<file path="config.mk">
export PLATFORM = sky130hd
export DESIGN_NAME = color_matte_removal
export DESIGN_NICKNAME = d
export VERILOG_FILES = /design/src/sv/cmr_pkg.sv /design/src/sv/cmr_lane.sv /design/src/sv/cmr_merge.sv /design/src/sv/color_matte_removal.sv
export SDC_FILE = /design/constraint.sdc
export NUM_CORES = 2
export LEC_CHECK = 0
export BUFFER_PORTS_ARGS = -buffer_cell sky130_fd_sc_hd__buf_2
export CAP_MARGIN = 20
export CORE_MARGIN = 8
export CORE_UTILIZATION = 40
export CTS_CLUSTER_SIZE = 28
export DETAILED_ROUTE_END_ITERATION = 10
export PLACE_DENSITY = 0.57
export SYNTH_ARGS = -nofsm -noshare
export SYNTH_HDL_FRONTEND = slang
export SYNTH_HIERARCHICAL = 1
export SYNTH_SLANG_ARGS = --single-unit
export TNS_END_PERCENT = 50
</file>
<file path="constraint.sdc">
create_clock -name clk -period 4.4 [get_ports clk]
set_input_delay 0.88 -clock clk [delete_from_list [all_inputs] [get_ports clk]]
set_output_delay 0.88 -clock clk [all_outputs]
set_load 0.02 [all_outputs]
</file>
<file path="src/sv/cmr_pkg.sv">
// ----------------------------------------------------------------------------
// Color matte removal package
// Shared types, constants and register codes for the matte removal block.
// ----------------------------------------------------------------------------
package cmr_pkg;

	typedef logic [7:0] pix_t;

	localparam pix_t PIX_MAX   = 8'd255;
	localparam pix_t ALPHA_MIN = 8'd3;

	// The quotient is 8 bits wide; one divider stage resolves one bit.
	localparam int DIV_STAGES = 8;
	// Lane latency: product stage, difference stage, then the divider stages.
	localparam int LANE_LAT   = DIV_STAGES + 2;
	// Accept edge to the edge at which the result is taken.
	localparam int OUT_LAT    = LANE_LAT + 1;

	typedef enum logic [7:0] {
		REG_MATTE_MODE   = 8'd0,
		REG_CUSTOM_RED   = 8'd1,
		REG_CUSTOM_GREEN = 8'd2,
		REG_CUSTOM_BLUE  = 8'd3
	} reg_index_t;

	typedef enum logic [1:0] {
		MATTE_BLACK  = 2'd0,
		MATTE_WHITE  = 2'd1,
		MATTE_CUSTOM = 2'd2
	} matte_mode_t;

	typedef struct packed {
		logic valid;
		pix_t alpha;
	} ctl_t;

endpackage

</file>
<file path="src/sv/cmr_lane.sv">
// ----------------------------------------------------------------------------
// Color matte removal lane
// One color channel: forms 255*C - B*(255-A) and divides it by A in a
// pipelined restoring divider that resolves one quotient bit per stage.
// ----------------------------------------------------------------------------
module cmr_lane (
	input  logic         clk,
	input  cmr_pkg::pix_t chan,
	input  cmr_pkg::pix_t matte,
	input  cmr_pkg::pix_t alpha,
	output cmr_pkg::pix_t result
);
	import cmr_pkg::*;

	pix_t        chan_s1;
	pix_t        alpha_s1;
	logic        pass_s1;
	logic [15:0] pos_s1;
	logic [15:0] neg_s1;
	logic [16:0] diff;

	// Divider pipeline; index 0 is the difference stage, index i the stage
	// after i quotient bits have been resolved.
	logic [15:0] rem_s  [0:DIV_STAGES];
	pix_t        q_s    [0:DIV_STAGES];
	pix_t        a_s    [0:DIV_STAGES];
	pix_t        c_s    [0:DIV_STAGES];
	logic        pass_s [0:DIV_STAGES];
	logic        zero_s [0:DIV_STAGES];
	logic        sat_s  [0:DIV_STAGES];

	always_ff @(posedge clk) begin
		chan_s1  <= chan;
		alpha_s1 <= alpha;
		pass_s1  <= (alpha < ALPHA_MIN);
		pos_s1   <= {chan, 8'h00} - {8'h00, chan};
		neg_s1   <= 16'(matte) * 16'(PIX_MAX - alpha);
	end

	assign diff = {1'b0, pos_s1} - {1'b0, neg_s1};

	always_ff @(posedge clk) begin
		rem_s[0]  <= diff[15:0];
		q_s[0]    <= '0;
		a_s[0]    <= alpha_s1;
		c_s[0]    <= chan_s1;
		pass_s[0] <= pass_s1;
		zero_s[0] <= diff[16];
		// Anything at or above 256*A would give a quotient beyond the range.
		sat_s[0]  <= (diff[15:0] >= {alpha_s1, 8'h00});
	end

	for (genvar i = 0; i < DIV_STAGES; i++) begin : g_div
		localparam int K = DIV_STAGES - 1 - i;
		logic [16:0] trial;

		assign trial = {1'b0, rem_s[i]} - (17'(a_s[i]) << K);

		always_ff @(posedge clk) begin
			rem_s[i+1]  <= trial[16] ? rem_s[i] : trial[15:0];
			q_s[i+1]    <= {q_s[i][6:0], ~trial[16]};
			a_s[i+1]    <= a_s[i];
			c_s[i+1]    <= c_s[i];
			pass_s[i+1] <= pass_s[i];
			zero_s[i+1] <= zero_s[i];
			sat_s[i+1]  <= sat_s[i];
		end
	end

	always_comb begin
		if (pass_s[DIV_STAGES]) begin
			result = c_s[DIV_STAGES];
		end else if (zero_s[DIV_STAGES]) begin
			result = '0;
		end else if (sat_s[DIV_STAGES]) begin
			result = PIX_MAX;
		end else begin
			result = q_s[DIV_STAGES];
		end
	end

endmodule

</file>
<file path="src/sv/cmr_merge.sv">
// ----------------------------------------------------------------------------
// Color matte removal merge stage
// Joins the three lane results with the carried alpha into the output
// register and raises the result strobe.
// ----------------------------------------------------------------------------
module cmr_merge (
	input  logic          clk,
	input  logic          arst_n,
	input  cmr_pkg::ctl_t ctl,
	input  cmr_pkg::pix_t red_res,
	input  cmr_pkg::pix_t green_res,
	input  cmr_pkg::pix_t blue_res,
	output logic          done,
	output cmr_pkg::pix_t red_out,
	output cmr_pkg::pix_t green_out,
	output cmr_pkg::pix_t blue_out,
	output cmr_pkg::pix_t alpha_out
);
	import cmr_pkg::*;

	logic done_q;
	pix_t red_q;
	pix_t green_q;
	pix_t blue_q;
	pix_t alpha_q;

	always_ff @(posedge clk or negedge arst_n) begin
		if (!arst_n) begin
			done_q <= 1'b0;
		end else begin
			done_q <= ctl.valid;
		end
	end

	always_ff @(posedge clk) begin
		red_q   <= red_res;
		green_q <= green_res;
		blue_q  <= blue_res;
		alpha_q <= ctl.alpha;
	end

	assign done      = done_q;
	assign red_out   = red_q;
	assign green_out = green_q;
	assign blue_out  = blue_q;
	assign alpha_out = alpha_q;

endmodule

</file>
<file path="src/sv/color_matte_removal.sv">
// ----------------------------------------------------------------------------
// Color matte removal
// Removes a black, white or custom matte color from RGBA pixels.
// ----------------------------------------------------------------------------
// Usage:
// A pixel is taken on each rising edge with start high and busy low. Busy
// never rises, so one pixel can be taken on every clock.
// Each pixel yields one result, shown for one cycle with done high.
// Results come out in order, one per clock at most.
// The latency is set by the per-channel restoring divider: one product
// stage, one difference stage, eight quotient-bit stages and the output
// register. Red, green and blue each have a lane of their own.
// The matte registers are written through cfg_valid/cfg_ready, cfg_index and
// cfg_data; cfg_ready is always high. Write them only while no pixel is in
// flight. Indexes beyond the register list are ignored.
// Reset clears the registers (black matte) and drops any pixel in flight.
// The receiver cannot stall: a result must be taken in its done cycle.
// ----------------------------------------------------------------------------
module color_matte_removal (
	input  logic          clk,
	input  logic          arst_n,
	input  logic          start,
	output logic          busy,
	input  cmr_pkg::pix_t red_in,
	input  cmr_pkg::pix_t green_in,
	input  cmr_pkg::pix_t blue_in,
	input  cmr_pkg::pix_t alpha_in,
	output logic          done,
	output cmr_pkg::pix_t red_out,
	output cmr_pkg::pix_t green_out,
	output cmr_pkg::pix_t blue_out,
	output cmr_pkg::pix_t alpha_out,
	input  logic          cfg_valid,
	output logic          cfg_ready,
	input  logic [7:0]    cfg_index,
	input  logic [7:0]    cfg_data
);
	import cmr_pkg::*;

	matte_mode_t mode_q;
	pix_t        cust_red_q;
	pix_t        cust_green_q;
	pix_t        cust_blue_q;
	pix_t        matte_red;
	pix_t        matte_green;
	pix_t        matte_blue;
	pix_t        red_res;
	pix_t        green_res;
	pix_t        blue_res;
	logic        accept;
	ctl_t        ctl_s [0:LANE_LAT-1];

	assign busy      = 1'b0;
	assign cfg_ready = 1'b1;
	assign accept    = start & ~busy;

	always_ff @(posedge clk or negedge arst_n) begin
		if (!arst_n) begin
			mode_q       <= MATTE_BLACK;
			cust_red_q   <= '0;
			cust_green_q <= '0;
			cust_blue_q  <= '0;
		end else if (cfg_valid && cfg_ready) begin
			case (cfg_index)
				REG_MATTE_MODE:   mode_q       <= matte_mode_t'(cfg_data[1:0]);
				REG_CUSTOM_RED:   cust_red_q   <= cfg_data;
				REG_CUSTOM_GREEN: cust_green_q <= cfg_data;
				REG_CUSTOM_BLUE:  cust_blue_q  <= cfg_data;
				default: ;
			endcase
		end
	end

	// The unused mode code selects the custom color, like the custom mode.
	always_comb begin
		case (mode_q)
			MATTE_BLACK: begin
				matte_red   = '0;
				matte_green = '0;
				matte_blue  = '0;
			end
			MATTE_WHITE: begin
				matte_red   = PIX_MAX;
				matte_green = PIX_MAX;
				matte_blue  = PIX_MAX;
			end
			default: begin
				matte_red   = cust_red_q;
				matte_green = cust_green_q;
				matte_blue  = cust_blue_q;
			end
		endcase
	end

	always_ff @(posedge clk or negedge arst_n) begin
		if (!arst_n) begin
			for (int i = 0; i < LANE_LAT; i++) begin
				ctl_s[i] <= '0;
			end
		end else begin
			ctl_s[0] <= '{valid: accept, alpha: alpha_in};
			for (int i = 1; i < LANE_LAT; i++) begin
				ctl_s[i] <= ctl_s[i-1];
			end
		end
	end

	cmr_lane u_lane_red (
		.clk    (clk),
		.chan   (red_in),
		.matte  (matte_red),
		.alpha  (alpha_in),
		.result (red_res)
	);

	cmr_lane u_lane_green (
		.clk    (clk),
		.chan   (green_in),
		.matte  (matte_green),
		.alpha  (alpha_in),
		.result (green_res)
	);

	cmr_lane u_lane_blue (
		.clk    (clk),
		.chan   (blue_in),
		.matte  (matte_blue),
		.alpha  (alpha_in),
		.result (blue_res)
	);

	cmr_merge u_merge (
		.clk       (clk),
		.arst_n    (arst_n),
		.ctl       (ctl_s[LANE_LAT-1]),
		.red_res   (red_res),
		.green_res (green_res),
		.blue_res  (blue_res),
		.done      (done),
		.red_out   (red_out),
		.green_out (green_out),
		.blue_out  (blue_out),
		.alpha_out (alpha_out)
	);

endmodule

</file>
==> results.py <==
metrics = {
    "layout": {
        "fillers": 11100,
        "utilization_pct": 47.7,
        "layout-drive-gt1-share_pct": 15.0,
        "fin_nets": 5346,
        "area_delta_synth_final_pct": 18.5,
        "finalNonFillerCells": 6511,
    },
    "power_and_ir_drop": {
        "seqPwrFrac_pct": 41.3,
        "switchingPower_mw": 11.0,
        "pwr-share-comb_pct": 27.3,
        "p_sw_share_pct": 29.8,
        "p_leak_nw": 26.4,
        "p_per_area_mw_per_mm2": 632,
        "ir_drop_v": 0.000433,
        "clkPwrFrac_pct": 31.4,
        "intPower_mw": 25.8,
    },
    "place": {
        "dpl.cell_count": 6234,
        "globalplace.congestion": 0.809,
        "dpl.hpwl_mm": 65.2,
        "portBuffers": 84,
    },
    "detailed_routing": {
        "ant_nets": 0,
        "drt-wirelength-per-cell_um": 13.5,
        "first_pass_iters": 5,
        "via_per_inst": 4.61,
        "drt-total-wl_mm": 87.8,
        "num_vias": 30000,
        "drc": 0,
        "drt_first_iter_violations": 1143,
    },
    "global_route": {
        "grt_overflow_total": 0,
        "antenna_found_initial": 6,
        "grt_max_degree": 68,
        "grt_pass1_vias": 30100,
        "grt_usage_pct": 12.9,
        "grt_pass1_wl_mm": 146,
    },
    "sta": {
        "worst_pin_slew_ns": 1.02,
        "slew-limit-headroom_pct": 32.2,
        "fin_crit_ns": 4.42,
        "setup_ws_ns": -0.0222,
        "rsz0062_at_grt": "yes",
        "finalSetupViolations": 3,
        "fmax_mhz": 226,
        "hold_viol_final": 0,
        "finClkSkew_ns": 0.0264,
        "maxSlewViolCount": 0,
        "timing.final.crit_share_pct": 101,
    },
    "worst_hold_path": {
        "hp-class": "in2reg",
    },
    "worst_setup_path": {
        "worstSetupPathType": "reg2reg",
        "arrival_ns": 5.10,
        "startpoint_type": "register",
        "crit_family": "adder cells",
        "critPathBufInv": 7,
        "critPathMaxFanout": 6,
        "required_ns": 5.08,
        "cp-end-kind": "register",
        "cp_slowest_cell": "fa_2",
        "path_cells": "nand2b_4 > buf_12 > buf_12 > nand2_8 > buf_6 > nand2b_4 > fa_1 > inv_1 > fa_1 > ha_1 > inv_2 > fa_2 > inv_2 > ha_4 > a21oi_4 > o211ai_1 > buf_4 > a21oi_4 > o21ai_2 > a21oi_2 > xnor2_1",
        "slowest_delay_ns": 0.57,
    },
    "yosys": {
        "syn_avg_cell_area_um2": 11.0,
        "synth_ff_type": "dfxtp_1",
        "ys_seq_area_share_pct": 53.2,
        "synthCells": 4451,
        "synth-edff-count": 0,
        "synth_seq_cells": 1274,
        "synthesis.nets": 5016,
        "synth_cell_type_count": 100,
        "synthesis.area_mm2": 0.0490,
        "yosysWarnings": 6,
        "async_flop_share_pct": 9.18,
    },
    "clocking": {
        "cts-root-buf": "clkbuf_16",
        "clkSinkCount": 1274,
        "htreeDepth": 4,
        "cts_buffer_depth": 3,
        "cts_buffers": 135,
        "cts_tree": "yes",
        "insertion_delay_ns": 0.74,
        "clk_pin_slew_ns": 0.06,
        "cts_hold_buf": 0,
    },
    "flow_run": {
        "cap_violations": 0,
    },
    "floorplan": {
        "core_area_mm2": 0.122,
        "ioPinCount": 87,
        "die_area_mm2": 0.134,
        "start_util_pct": 40.3,
        "row_count": 128,
        "die_height_um": 366,
        "die_x_um": 366,
    },
    "outcome": {
        "outcome": "finished, violations left",
        "violations": "setup timing",
    },
}
## cell usage in the layout, fill, tap and decap left out, types with 78 or more instances in the layout
master,synthesis,layout
buf_2,9,83
buf_4,3,133
nor2b_1,205,188
mux2_2,78,78
clkbuf_16,0,137
inv_1,520,506
a21oi_1,156,143
nand2b_1,109,95
dfrtp_1,117,117
ha_1,378,360
fa_1,135,120
nor2_1,205,205
dfxtp_1,1157,1157
o21ai_0,161,151
nand2_1,234,208
xnor2_1,112,111
## Yosys cell counts (7+ instances only)
library cell | number | share of area [%]
ha_1 | 378 | 9.6
o211ai_1 | 18 | 0.28
clkbuf_1 | 26 | 0.20
nand3_1 | 33 | 0.34
a2111oi_0 | 7 | 0.13
fa_1 | 135 | 5.5
nor2_1 | 205 | 1.6
nor3_1 | 73 | 0.75
dfxtp_1 | 1157 | 47
a21boi_1 | 7 | 0.11
and3_1 | 9 | 0.11
o21ai_0 | 161 | 1.6
o21a_1 | 77 | 1.2
mux2_2 | 78 | 1.8
o21bai_1 | 11 | 0.17
a21boi_0 | 8 | 0.12
nand4_1 | 19 | 0.24
a211oi_1 | 29 | 0.44
o41ai_1 | 12 | 0.21
o31a_1 | 25 | 0.45
or2_2 | 7 | 0.089
inv_1 | 520 | 4.0
mux2_1 | 24 | 0.55
a21o_1 | 63 | 0.96
o2111ai_1 | 7 | 0.13
o31ai_1 | 56 | 0.86
dfrtp_1 | 117 | 6.0
nand2_1 | 234 | 1.8
buf_2 | 9 | 0.092
nand2b_1 | 109 | 1.4
xor2_1 | 69 | 1.2
or3_1 | 37 | 0.47
nor2b_1 | 205 | 2.6
and2_1 | 12 | 0.15
nor4_1 | 19 | 0.24
xnor2_1 | 112 | 2.0
or4_1 | 17 | 0.26
a31oi_1 | 12 | 0.15
nand3b_1 | 12 | 0.18
o21ai_1 | 39 | 0.40
mux2i_1 | 14 | 0.29
a21oi_1 | 156 | 1.6
## power by group through the flow
| stage | clock network (mW) | logic, mW | registers (mW) |
|---|---|---|---|
| finish | 11.5 | 10.0 | 15.2 |
| global route | 12.4 | 11.4 | 15.4 |
| CTS | 11.9 | 10.0 | 15.2 |
| detailed placement | 0 | 9.90 | 15.4 |
| global placement | 0 | 9.77 | 15.4 |
| floorplan | 0 | 7.97 | 15.1 |
## final timing paths
check	startpoint	endpoint	slack (ns)	cells after the start
max	mode_q[1]$_DFFE_PN0P_	u_lane_blue/neg_s1[13]$_DFF_P_	-0.02	21
min	start	ctl_s[89]$_DFF_PN0_	0.24	1
max reg2reg	mode_q[1]$_DFFE_PN0P_	u_lane_blue/neg_s1[13]$_DFF_P_	-0.02	21
min reg2reg	u_lane_red/rem_s[0][34]$_DFF_P_	u_lane_red/rem_s[0][50]$_DFF_P_	0.32	0
max in group asynchronous	arst_n	ctl_s[24]$_DFF_PN0_	3.41	2
min in group asynchronous	arst_n	ctl_s[70]$_DFF_PN0_	0.26	1
## through the flow
| step | power, mW | cell area (um^2) | hold slack [ns] | TNS (ns) | worst slack, ns |
|---|---|---|---|---|---|
| floorplan | 23.1 | 49100 | 0.310 | -0.00854 | -0.00854 |
| global placement | 25.2 | 52200 | 0.310 | -6.33 | -0.434 |
| detailed placement | 25.3 | 52300 | 0.312 | -7.41 | -0.465 |
| CTS | 37.2 | 57300 | 0.163 | -0.0118 | -0.0118 |
| global route | 39.3 | 58100 | 0.175 | -1.89 | -0.269 |
| finish | 36.7 | 58100 | 0.242 | -0.0429 | -0.0222 |
## flip-flops by register name, indices dropped and copies added, names as in the netlist, 36 cells and up
register / count
u_lane_red/rem_s: 128
u_lane_red/c_s: 72
u_lane_green/a_s: 64
u_lane_blue/a_s: 64
u_lane_blue/c_s: 72
u_lane_green/rem_s: 128
u_lane_green/q_s: 36
u_lane_green/c_s: 72
ctl_s: 90
u_lane_blue/q_s: 36
u_lane_red/a_s: 64
u_lane_red/q_s: 36
u_lane_blue/rem_s: 128
## metal layers
| layer | GRT usage [%] | share of wire (%) |
|---|---|---|
| met3 | 2.79 | 3.6 |
| met5 | 0 | 0.014 |
| met4 | 4.81 | 2.7 |
| met1 | 16.2 | 47 |
| met2 | 21.7 | 47 |
## kinds of logic (layout without fill, tap and decap cells)
logic type | after synthesis | in the layout | synth area share [%]
buffers and inverters | 572 | 1005 | 4.46
XOR/XNOR | 181 | 181 | 3.23
AO/OA/AOI/OAI | 759 | 759 | 10.2
other | 2 | 4 | 0.0153
flip-flops | 1274 | 1274 | 53.2
AND/OR/NAND/NOR | 1031 | 1031 | 11.0
multiplexers | 119 | 119 | 2.72
adder cells (fa/ha/maj) | 513 | 513 | 15.2
## layout make-up
type	count	area, um^2	share of cell area [%]
diodes	2	5.00	0.00862
well taps	1625	2030	3.50
clock buffers	180	3770	6.49
inverters	526	1970	3.40
clock inverters	60	877	1.51
multi-input cells	2605	21600	37.2
repair buffers	239	1750	3.02
flip-flops and latches	1274	26100	44.9
## worst reg2reg max path, stage by stage (launching register included)
cell and delay, ns:
dfrtp_1 0.41, nand2b_4 0.22, buf_12 0.18, buf_12 0.13
nand2_8 0.07, buf_6 0.11, nand2b_4 0.05, fa_1 0.52
inv_1 0.05, fa_1 0.45, ha_1 0.31, inv_2 0.04
fa_2 0.57, inv_2 0.05, ha_4 0.21, a21oi_4 0.15
o211ai_1 0.10, buf_4 0.16, a21oi_4 0.17, o21ai_2 0.09
a21oi_2 0.16, xnor2_1 0.13
## what timing repair did
item / in CTS / in global routing
pin swaps: 40 / 97
buffers inserted: 8 / 25
gates cloned: 3 / 0
setup endpoints to repair: 16 / 20
resized for setup: 68 / 126
(Power assumes the default switching activity.)
